$ cat src/rtl/hpe_pkg.sv
// Package for the Horner polynomial evaluator: widths, opcodes and the
// control struct passed from the sequencer to the multiply-add unit.
// No dependencies.
`default_nettype none

package hpe_pkg;

    localparam int MAX_DEGREE = 10;
    localparam int DEPTH      = MAX_DEGREE + 1;
    localparam int IDX_W      = (DEPTH > 1) ? $clog2(DEPTH) : 1;

    localparam int Q_W        = 32;
    localparam int FRAC_W     = 16;
    localparam int PROD_W     = 2 * Q_W;
    localparam int CIDX_W     = 4;
    localparam int DEG_W      = 4;

    localparam logic [Q_W-1:0] Q_MAX = {1'b0, {(Q_W-1){1'b1}}};
    localparam logic [Q_W-1:0] Q_MIN = {1'b1, {(Q_W-1){1'b0}}};

    localparam logic OP_LOAD = 1'b0;
    localparam logic OP_EVAL = 1'b1;

    typedef struct packed {
        logic load_x;
        logic add_en;
        logic mul_en;
        logic first;
    } mac_ctrl_t;

endpackage

`default_nettype wire

$ cat src/rtl/hpe_coef_store.sv
// Coefficient store: one write port, one registered read port.
// Depends on hpe_pkg.
`default_nettype none

module hpe_coef_store (
    input  wire logic                         clk,
    input  wire logic                         we,
    input  wire logic [hpe_pkg::IDX_W-1:0]    waddr,
    input  wire logic [hpe_pkg::Q_W-1:0]      wdata,
    input  wire logic                         re,
    input  wire logic [hpe_pkg::IDX_W-1:0]    raddr,
    output logic      [hpe_pkg::Q_W-1:0]      rdata
);

    logic [hpe_pkg::Q_W-1:0] mem [hpe_pkg::DEPTH];

    always_ff @(posedge clk)
    begin
        if (we)
        begin
            mem[waddr] <= wdata;
        end
    end

    always_ff @(posedge clk)
    begin
        if (re)
        begin
            rdata <= mem[raddr];
        end
    end

endmodule

`default_nettype wire

$ cat src/rtl/hpe_mac.sv
// Shared multiply-add unit: a registered 32x32 multiply, and an add stage
// that rescales the product, adds a coefficient and saturates.
// Depends on hpe_pkg.
`default_nettype none

module hpe_mac (
    input  wire logic                         clk,
    input  wire logic                         rst_n,
    input  wire hpe_pkg::mac_ctrl_t           ctrl,
    input  wire logic [hpe_pkg::Q_W-1:0]      x_in,
    input  wire logic [hpe_pkg::Q_W-1:0]      coef,
    output logic      [hpe_pkg::Q_W-1:0]      acc,
    output logic                              ovf
);

    logic signed [hpe_pkg::Q_W-1:0]    x_reg;
    logic signed [hpe_pkg::Q_W-1:0]    acc_reg,  acc_next;
    logic signed [hpe_pkg::PROD_W-1:0] prod_reg, prod_next;
    logic                              ovf_reg,  ovf_next;

    logic [hpe_pkg::Q_W-1:0] scaled;
    logic                    scaled_ovf;
    logic [hpe_pkg::Q_W:0]   sum;
    logic [hpe_pkg::Q_W-1:0] sum_sat;
    logic                    sum_ovf;

    // The product fits after the shift only if its top bits are all copies
    // of the sign of the kept part.
    always_comb
    begin
        scaled     = '0;
        scaled_ovf = 1'b0;
        if (!ctrl.first)
        begin
            if ((&prod_reg[hpe_pkg::PROD_W-1:hpe_pkg::FRAC_W+hpe_pkg::Q_W-1]) ||
                (~|prod_reg[hpe_pkg::PROD_W-1:hpe_pkg::FRAC_W+hpe_pkg::Q_W-1]))
            begin
                scaled = prod_reg[hpe_pkg::FRAC_W+hpe_pkg::Q_W-1:hpe_pkg::FRAC_W];
            end
            else
            begin
                scaled     = prod_reg[hpe_pkg::PROD_W-1] ? hpe_pkg::Q_MIN : hpe_pkg::Q_MAX;
                scaled_ovf = 1'b1;
            end
        end
    end

    always_comb
    begin
        sum     = {scaled[hpe_pkg::Q_W-1], scaled} + {coef[hpe_pkg::Q_W-1], coef};
        sum_ovf = sum[hpe_pkg::Q_W] != sum[hpe_pkg::Q_W-1];
        if (sum_ovf)
        begin
            sum_sat = sum[hpe_pkg::Q_W] ? hpe_pkg::Q_MIN : hpe_pkg::Q_MAX;
        end
        else
        begin
            sum_sat = sum[hpe_pkg::Q_W-1:0];
        end
    end

    always_comb
    begin
        acc_next  = acc_reg;
        prod_next = prod_reg;
        ovf_next  = ovf_reg;
        if (ctrl.load_x)
        begin
            ovf_next = 1'b0;
        end
        if (ctrl.add_en)
        begin
            acc_next = sum_sat;
            ovf_next = ovf_reg | scaled_ovf | sum_ovf;
        end
        if (ctrl.mul_en)
        begin
            prod_next = acc_reg * x_reg;
        end
    end

    always_ff @(posedge clk or negedge rst_n)
    begin
        if (!rst_n)
        begin
            ovf_reg <= 1'b0;
        end
        else
        begin
            ovf_reg <= ovf_next;
        end
    end

    always_ff @(posedge clk)
    begin
        acc_reg  <= acc_next;
        prod_reg <= prod_next;
        if (ctrl.load_x)
        begin
            x_reg <= x_in;
        end
    end

    assign acc = acc_reg;
    assign ovf = ovf_reg;

endmodule

`default_nettype wire

$ cat src/rtl/horner_polynomial_evaluator_top.sv
// Horner polynomial evaluator, top level: stream ports, sequencer, output register.
// Depends on hpe_pkg, hpe_coef_store and hpe_mac.
//
// A load transfer (tuser 0) writes one signed Q16.16 coefficient; an index above
// the maximum degree is dropped. An evaluate transfer (tuser 1) carries x and
// yields one result of the polynomial of degree d, where d is the degree register
// clamped to the maximum degree. The sequencer works through the one shared
// multiplier: the top coefficient d is taken by an add step, and each lower
// coefficient needs a multiply step followed by a rescale, add and saturate step;
// then the result moves to the output register. The input is not ready while an
// evaluation runs or while a finished result waits for the output register.
// Results saturate to the 32-bit range and tuser flags any clamp. Every
// coefficient up to the degree in use must be loaded before evaluating.
`default_nettype none

module horner_polynomial_evaluator_top (
    input  wire logic        clk,
    input  wire logic        rst_n,
    input  wire logic        cfg_we,
    input  wire logic [3:0]  cfg_wdata,      // degree_in_use
    input  wire logic        s_axis_tvalid,
    output logic             s_axis_tready,
    input  wire logic [39:0] s_axis_tdata,   // coef_index[3:0], value[35:4], zero pad
    input  wire logic        s_axis_tuser,   // operation
    output logic             m_axis_tvalid,
    input  wire logic        m_axis_tready,
    output logic [31:0]      m_axis_tdata,   // poly_value[31:0]
    output logic             m_axis_tuser    // overflow
);

    typedef enum logic [3:0] {
        ST_IDLE = 4'b0001,
        ST_ADD  = 4'b0010,
        ST_MUL  = 4'b0100,
        ST_DONE = 4'b1000
    } state_t;

    state_t state_reg, state_next;

    logic [hpe_pkg::DEG_W-1:0] degree_reg;
    logic [hpe_pkg::IDX_W-1:0] k_reg, k_next;
    logic                      first_reg, first_next;
    logic                      out_valid_reg, out_valid_next;
    logic [hpe_pkg::Q_W-1:0]   out_data_reg, out_data_next;
    logic                      out_ovf_reg, out_ovf_next;

    logic [hpe_pkg::CIDX_W-1:0] in_index;
    logic [hpe_pkg::Q_W-1:0]    in_value;
    logic                       in_xfer;
    logic [hpe_pkg::IDX_W-1:0]  deg_eff;

    hpe_pkg::mac_ctrl_t        ctrl;
    logic                      st_we, st_re;
    logic [hpe_pkg::IDX_W-1:0] st_raddr;
    logic [hpe_pkg::Q_W-1:0]   st_rdata;
    logic [hpe_pkg::Q_W-1:0]   mac_acc;
    logic                      mac_ovf;

    assign in_index = s_axis_tdata[hpe_pkg::CIDX_W-1:0];
    assign in_value = s_axis_tdata[hpe_pkg::CIDX_W+hpe_pkg::Q_W-1:hpe_pkg::CIDX_W];
    assign in_xfer  = s_axis_tvalid && s_axis_tready;

    assign s_axis_tready = (state_reg == ST_IDLE);

    always_comb
    begin
        if (int'(degree_reg) > hpe_pkg::MAX_DEGREE)
        begin
            deg_eff = hpe_pkg::IDX_W'(hpe_pkg::MAX_DEGREE);
        end
        else
        begin
            deg_eff = hpe_pkg::IDX_W'(degree_reg);
        end
    end

    assign st_we = in_xfer && (s_axis_tuser == hpe_pkg::OP_LOAD) &&
                   (int'(in_index) <= hpe_pkg::MAX_DEGREE);

    always_comb
    begin
        state_next     = state_reg;
        k_next         = k_reg;
        first_next     = first_reg;
        out_valid_next = out_valid_reg;
        out_data_next  = out_data_reg;
        out_ovf_next   = out_ovf_reg;
        ctrl           = '0;
        ctrl.first     = first_reg;
        st_re          = 1'b0;
        st_raddr       = k_reg;

        if (out_valid_reg && m_axis_tready)
        begin
            out_valid_next = 1'b0;
        end

        case (state_reg)
            ST_IDLE:
            begin
                if (in_xfer && (s_axis_tuser == hpe_pkg::OP_EVAL))
                begin
                    ctrl.load_x = 1'b1;
                    st_re       = 1'b1;
                    st_raddr    = deg_eff;
                    k_next      = deg_eff;
                    first_next  = 1'b1;
                    state_next  = ST_ADD;
                end
            end
            ST_ADD:
            begin
                ctrl.add_en = 1'b1;
                if (k_reg == '0)
                begin
                    state_next = ST_DONE;
                end
                else
                begin
                    state_next = ST_MUL;
                end
            end
            ST_MUL:
            begin
                // Fetch the next coefficient while the product is formed.
                ctrl.mul_en = 1'b1;
                st_re       = 1'b1;
                st_raddr    = k_reg - hpe_pkg::IDX_W'(1);
                k_next      = k_reg - hpe_pkg::IDX_W'(1);
                first_next  = 1'b0;
                state_next  = ST_ADD;
            end
            ST_DONE:
            begin
                if (!out_valid_reg || m_axis_tready)
                begin
                    out_valid_next = 1'b1;
                    out_data_next  = mac_acc;
                    out_ovf_next   = mac_ovf;
                    state_next     = ST_IDLE;
                end
            end
            default:
            begin
                state_next = ST_IDLE;
            end
        endcase
    end

    always_ff @(posedge clk or negedge rst_n)
    begin
        if (!rst_n)
        begin
            state_reg     <= ST_IDLE;
            degree_reg    <= hpe_pkg::DEG_W'(hpe_pkg::MAX_DEGREE);
            k_reg         <= '0;
            first_reg     <= 1'b0;
            out_valid_reg <= 1'b0;
        end
        else
        begin
            state_reg     <= state_next;
            k_reg         <= k_next;
            first_reg     <= first_next;
            out_valid_reg <= out_valid_next;
            if (cfg_we)
            begin
                degree_reg <= cfg_wdata;
            end
        end
    end

    always_ff @(posedge clk)
    begin
        out_data_reg <= out_data_next;
        out_ovf_reg  <= out_ovf_next;
    end

    hpe_coef_store u_store (
        .clk   (clk),
        .we    (st_we),
        .waddr (hpe_pkg::IDX_W'(in_index)),
        .wdata (in_value),
        .re    (st_re),
        .raddr (st_raddr),
        .rdata (st_rdata)
    );

    hpe_mac u_mac (
        .clk   (clk),
        .rst_n (rst_n),
        .ctrl  (ctrl),
        .x_in  (in_value),
        .coef  (st_rdata),
        .acc   (mac_acc),
        .ovf   (mac_ovf)
    );

    assign m_axis_tvalid = out_valid_reg;
    assign m_axis_tdata  = out_data_reg;
    assign m_axis_tuser  = out_ovf_reg;

`ifndef SYNTHESIS
    a_eval_starts: assert property (@(posedge clk) disable iff (!rst_n)
        (s_axis_tvalid && s_axis_tready && (s_axis_tuser == hpe_pkg::OP_EVAL))
        |=> (state_reg == ST_ADD))
    else $error("evaluate transfer did not start the sequencer");

    a_k_in_range: assert property (@(posedge clk) disable iff (!rst_n)
        (state_reg != ST_IDLE) |-> (int'(k_reg) <= hpe_pkg::MAX_DEGREE))
    else $error("coefficient counter beyond maximum degree");

    a_done_delivers: assert property (@(posedge clk) disable iff (!rst_n)
        ((state_reg == ST_DONE) && (!m_axis_tvalid || m_axis_tready))
        |=> (m_axis_tvalid && (state_reg == ST_IDLE)))
    else $error("finished evaluation not moved to the output register");
`endif

endmodule

`default_nettype wire
$ cat config.mk
export PLATFORM = sky130hd
export DESIGN_NAME = horner_polynomial_evaluator_top
export DESIGN_NICKNAME = d
export VERILOG_FILES = /design/src/rtl/hpe_pkg.sv /design/src/rtl/hpe_coef_store.sv /design/src/rtl/hpe_mac.sv /design/src/rtl/horner_polynomial_evaluator_top.sv
export SDC_FILE = /design/constraint.sdc
export NUM_CORES = 2
export LEC_CHECK = 0
export ABC_AREA = 1
export BUFFER_PORTS_ARGS = -buffer_cell sky130_fd_sc_hd__buf_2
export CAP_MARGIN = 40
export CORE_ASPECT_RATIO = 1.2
export CORE_MARGIN = 1
export CORE_UTILIZATION = 49
export CTS_CLUSTER_DIAMETER = 50
export DETAILED_ROUTE_END_ITERATION = 8
export SETUP_SLACK_MARGIN = 0.2
export SLEW_MARGIN = 25
export SYNTH_ARGS = -nofsm -noshare
export SYNTH_HDL_FRONTEND = slang
export SYNTH_HIERARCHICAL = 1
export SYNTH_SLANG_ARGS = --single-unit
$ cat constraint.sdc
create_clock -name clk -period 21.2 [get_ports clk]
set_input_delay 6.36 -clock clk [delete_from_list [all_inputs] [get_ports clk]]
set_output_delay 6.36 -clock clk [all_outputs]
set_load 0.005 [all_outputs]
==> flow_metrics.py <==
metrics = {
    "status": {
        "status": "finished, final reports clean",
    },
    "setup_path": {
        "worstPathRequired_ps": 21600,
        "arrival_ps": 9390,
        "criticalPathCategory": "input port to flop",
        "crit_slowest_cell": "inv_4",
        "cp_cell_sequence": "buf_2 -> inv_1 -> o21ai_2 -> nand2_4 -> nand2_1 -> nand3_4 -> inv_4 -> buf_4 -> buf_12 -> nand2_1 -> nand3_1 -> nand3_1 -> nand3_1 -> nand2_1",
        "crit_path_start_kind": "input port",
        "critPathMaxFanout": 67,
        "path_buf_inv": 5,
        "cpPeakStageDelay_ps": 680,
        "end_kind": "flop",
        "cp_top_family": "buffers and inverters",
    },
    "placed_design": {
        "place_hpwl_um": 125000,
        "portBuffers": 80,
        "place_congestion": 0.988,
    },
    "run": {
        "maxCapViolations": 0,
    },
    "synthesis": {
        "synth_edf_count": 529,
        "yosys.cell_types.count": 44,
        "ys_seq_area_share_pct": 26.5,
        "synth-seq-cells": 544,
        "async_flop_share_pct": 2.76,
        "avgSynthCellArea_sq_um": 8.88,
        "syn_area_sq_mm": 0.0615,
        "synth_fp_nets": 8271,
        "ys_warn_count": 6,
        "synth_flop_cell": "edfxtp_1",
        "synthCells": 6926,
    },
    "clock_tree": {
        "cts-resized-gates": 0,
        "post-cts-setup-buffers": 0,
        "clock_latency_ps": 660,
        "postCtsHoldBufs": 0,
        "path_clk_slew_ps": 60,
        "cts_inserted_buffers": 66,
        "cts_sinks": 544,
        "cts_tree": "done",
        "cts_max_level": 3,
        "clock_path_buffers": 3,
        "cts_root_buf": "clkbuf_16",
    },
    "timing": {
        "finalSetupViolCount": 0,
        "fmax_mhz": 111,
        "tns_ps": 0,
        "fin_crit_ps": 8990,
        "slew-limit-headroom_pct": 44.1,
        "rsz0062_at_grt": "false",
        "tightest_slew_ps": 839,
        "hold_violations": 0,
        "finalMaxSlewViolations": 0,
        "fin_crit_sh_pct": 42.4,
        "fin_skew_ps": 36.4,
    },
    "floorplanning": {
        "core_sq_mm": 0.125,
        "start_util_pct": 49.3,
        "num_rows": 142,
        "die_area_sq_mm": 0.127,
        "die_x_um": 325,
        "die_y_um": 390,
        "design.portCount": 85,
    },
    "min_path": {
        "min_path_type": "flop to flop",
    },
    "global_route": {
        "first_global_vias": 47000,
        "grt_max_degree": 76,
        "grt_first_pass_wirelength_um": 260000,
        "grt_antenna_before_repair": 2,
        "overflow": 0,
        "grt_usage_pct": 26.6,
    },
    "cells_and_area": {
        "post-route-util_pct": 52.8,
        "largest_reg_flops": 352,
        "area_delta_synth_final_pct": 7.20,
        "finalNetCount": 8243,
        "layout-drive-gt1-share_pct": 5.07,
    },
    "detailed_routing": {
        "drtAntennaViolNets": 0,
        "drt_iter0_markers": 2592,
        "drt-vias-per-instance": 5.08,
        "wire_per_inst_um": 18.8,
        "drt_pass1_iterations": 8,
        "drt_wl_total_um": 162000,
        "route.vias.total": 43700,
        "drc_errors": 0,
    },
}
[kinds of logic after synthesis]
logic type	synth area share (%)
AND/OR/NAND/NOR	16.5
buffers and inverters	13.6
adder cells (fa/ha/maj)	39.6
flip-flops	26.5
AO/OA/AOI/OAI	2.94
XOR/XNOR	0.969
[per-layer routing]
| metal | wire length, um | GRT usage, % |
|---|---|---|
| met1 | 65700 | 33.4 |
| met2 | 85000 | 48.6 |
| met3 | 6840 | 2.81 |
| met4 | 4130 | 7.14 |
| met5 | 37 | 0 |
[layout make-up]
cell class	instances	area, sq um
multi-input cells	4200	37000
diodes	3	7.51
inverters	1905	7160
fillers	11600	58800
clock buffers	84	1720
flip-flops and latches	544	16300
clock inverters	35	445
well taps	1656	2070
repair buffers	181	1250
[path summary, 6_finish.rpt]
| kind | start | endpoint | slack [ps] | cells after the start |
|---|---|---|---|---|
| min in group asynchronous | rst_n | degree_reg[0] | 5600 | 1 |
| worst max register to register | u_mac/x_reg[5] | u_mac/prod_reg[51] | 12500 | 27 |
| worst max-delay path | s_axis_tuser | u_store/rdata[30] | 12210 | 14 |
| worst min register to register | u_mac/acc[21] | m_axis_tdata[21] | 460 | 0 |
| max in group asynchronous | rst_n | state_reg[0] | 15300 | 1 |
| worst min-delay path | u_mac/acc[21] | m_axis_tdata[21] | 460 | 0 |
[synth_stat cells, drive strengths merged (8+ instances only)]
library cell	count	share of area, %
a21oi	153	1.3
xnor2	19	0.27
nand4	16	0.17
inv	1905	12
fa	1082	35
ha	213	4.3
nor3	31	0.25
or2	13	0.13
clkbuf	209	1.3
o211ai	37	0.45
o21bai	19	0.23
nand3	316	2.6
nor2	226	1.4
o21ai	79	0.71
dfrtp	12	0.49
nand2	1903	12
edfxtp	529	26
nor4	8	0.081
buf	68	0.65
xor2	49	0.70
[layout by cell type (no fill, tap or decap), types with 14 or more instances in the layout]
master     count
inv_1       1895
nand2_1     1890
fa_1        1082
edfxtp_1     529
nand3_1      313
ha_1         213
nor2_1       207
a21oi_1      150
buf_4         92
buf_2         80
o21ai_0       67
clkbuf_16     66
xor2_1        49
o211ai_1      37
nor3_1        31
o21bai_1      19
xnor2_1       19
clkbuf_1      18
nand4_1       15
nor2_4        14
[metrics by stage]
step	cell area (sq um)	cells	setup WS, ps	hold slack, ps
floorplan	61500	6926	12530	440
global placement	63600	8478	10960	445
detailed placement	63700	8482	10970	456
CTS	65800	8601	11620	467
global route	65900	8605	11930	472
finish	65900	8608	12210	460
Power is left out: the tool's default activity adds up to more than one toggle a clock period on the data nets, which glitch-free logic cannot reach.
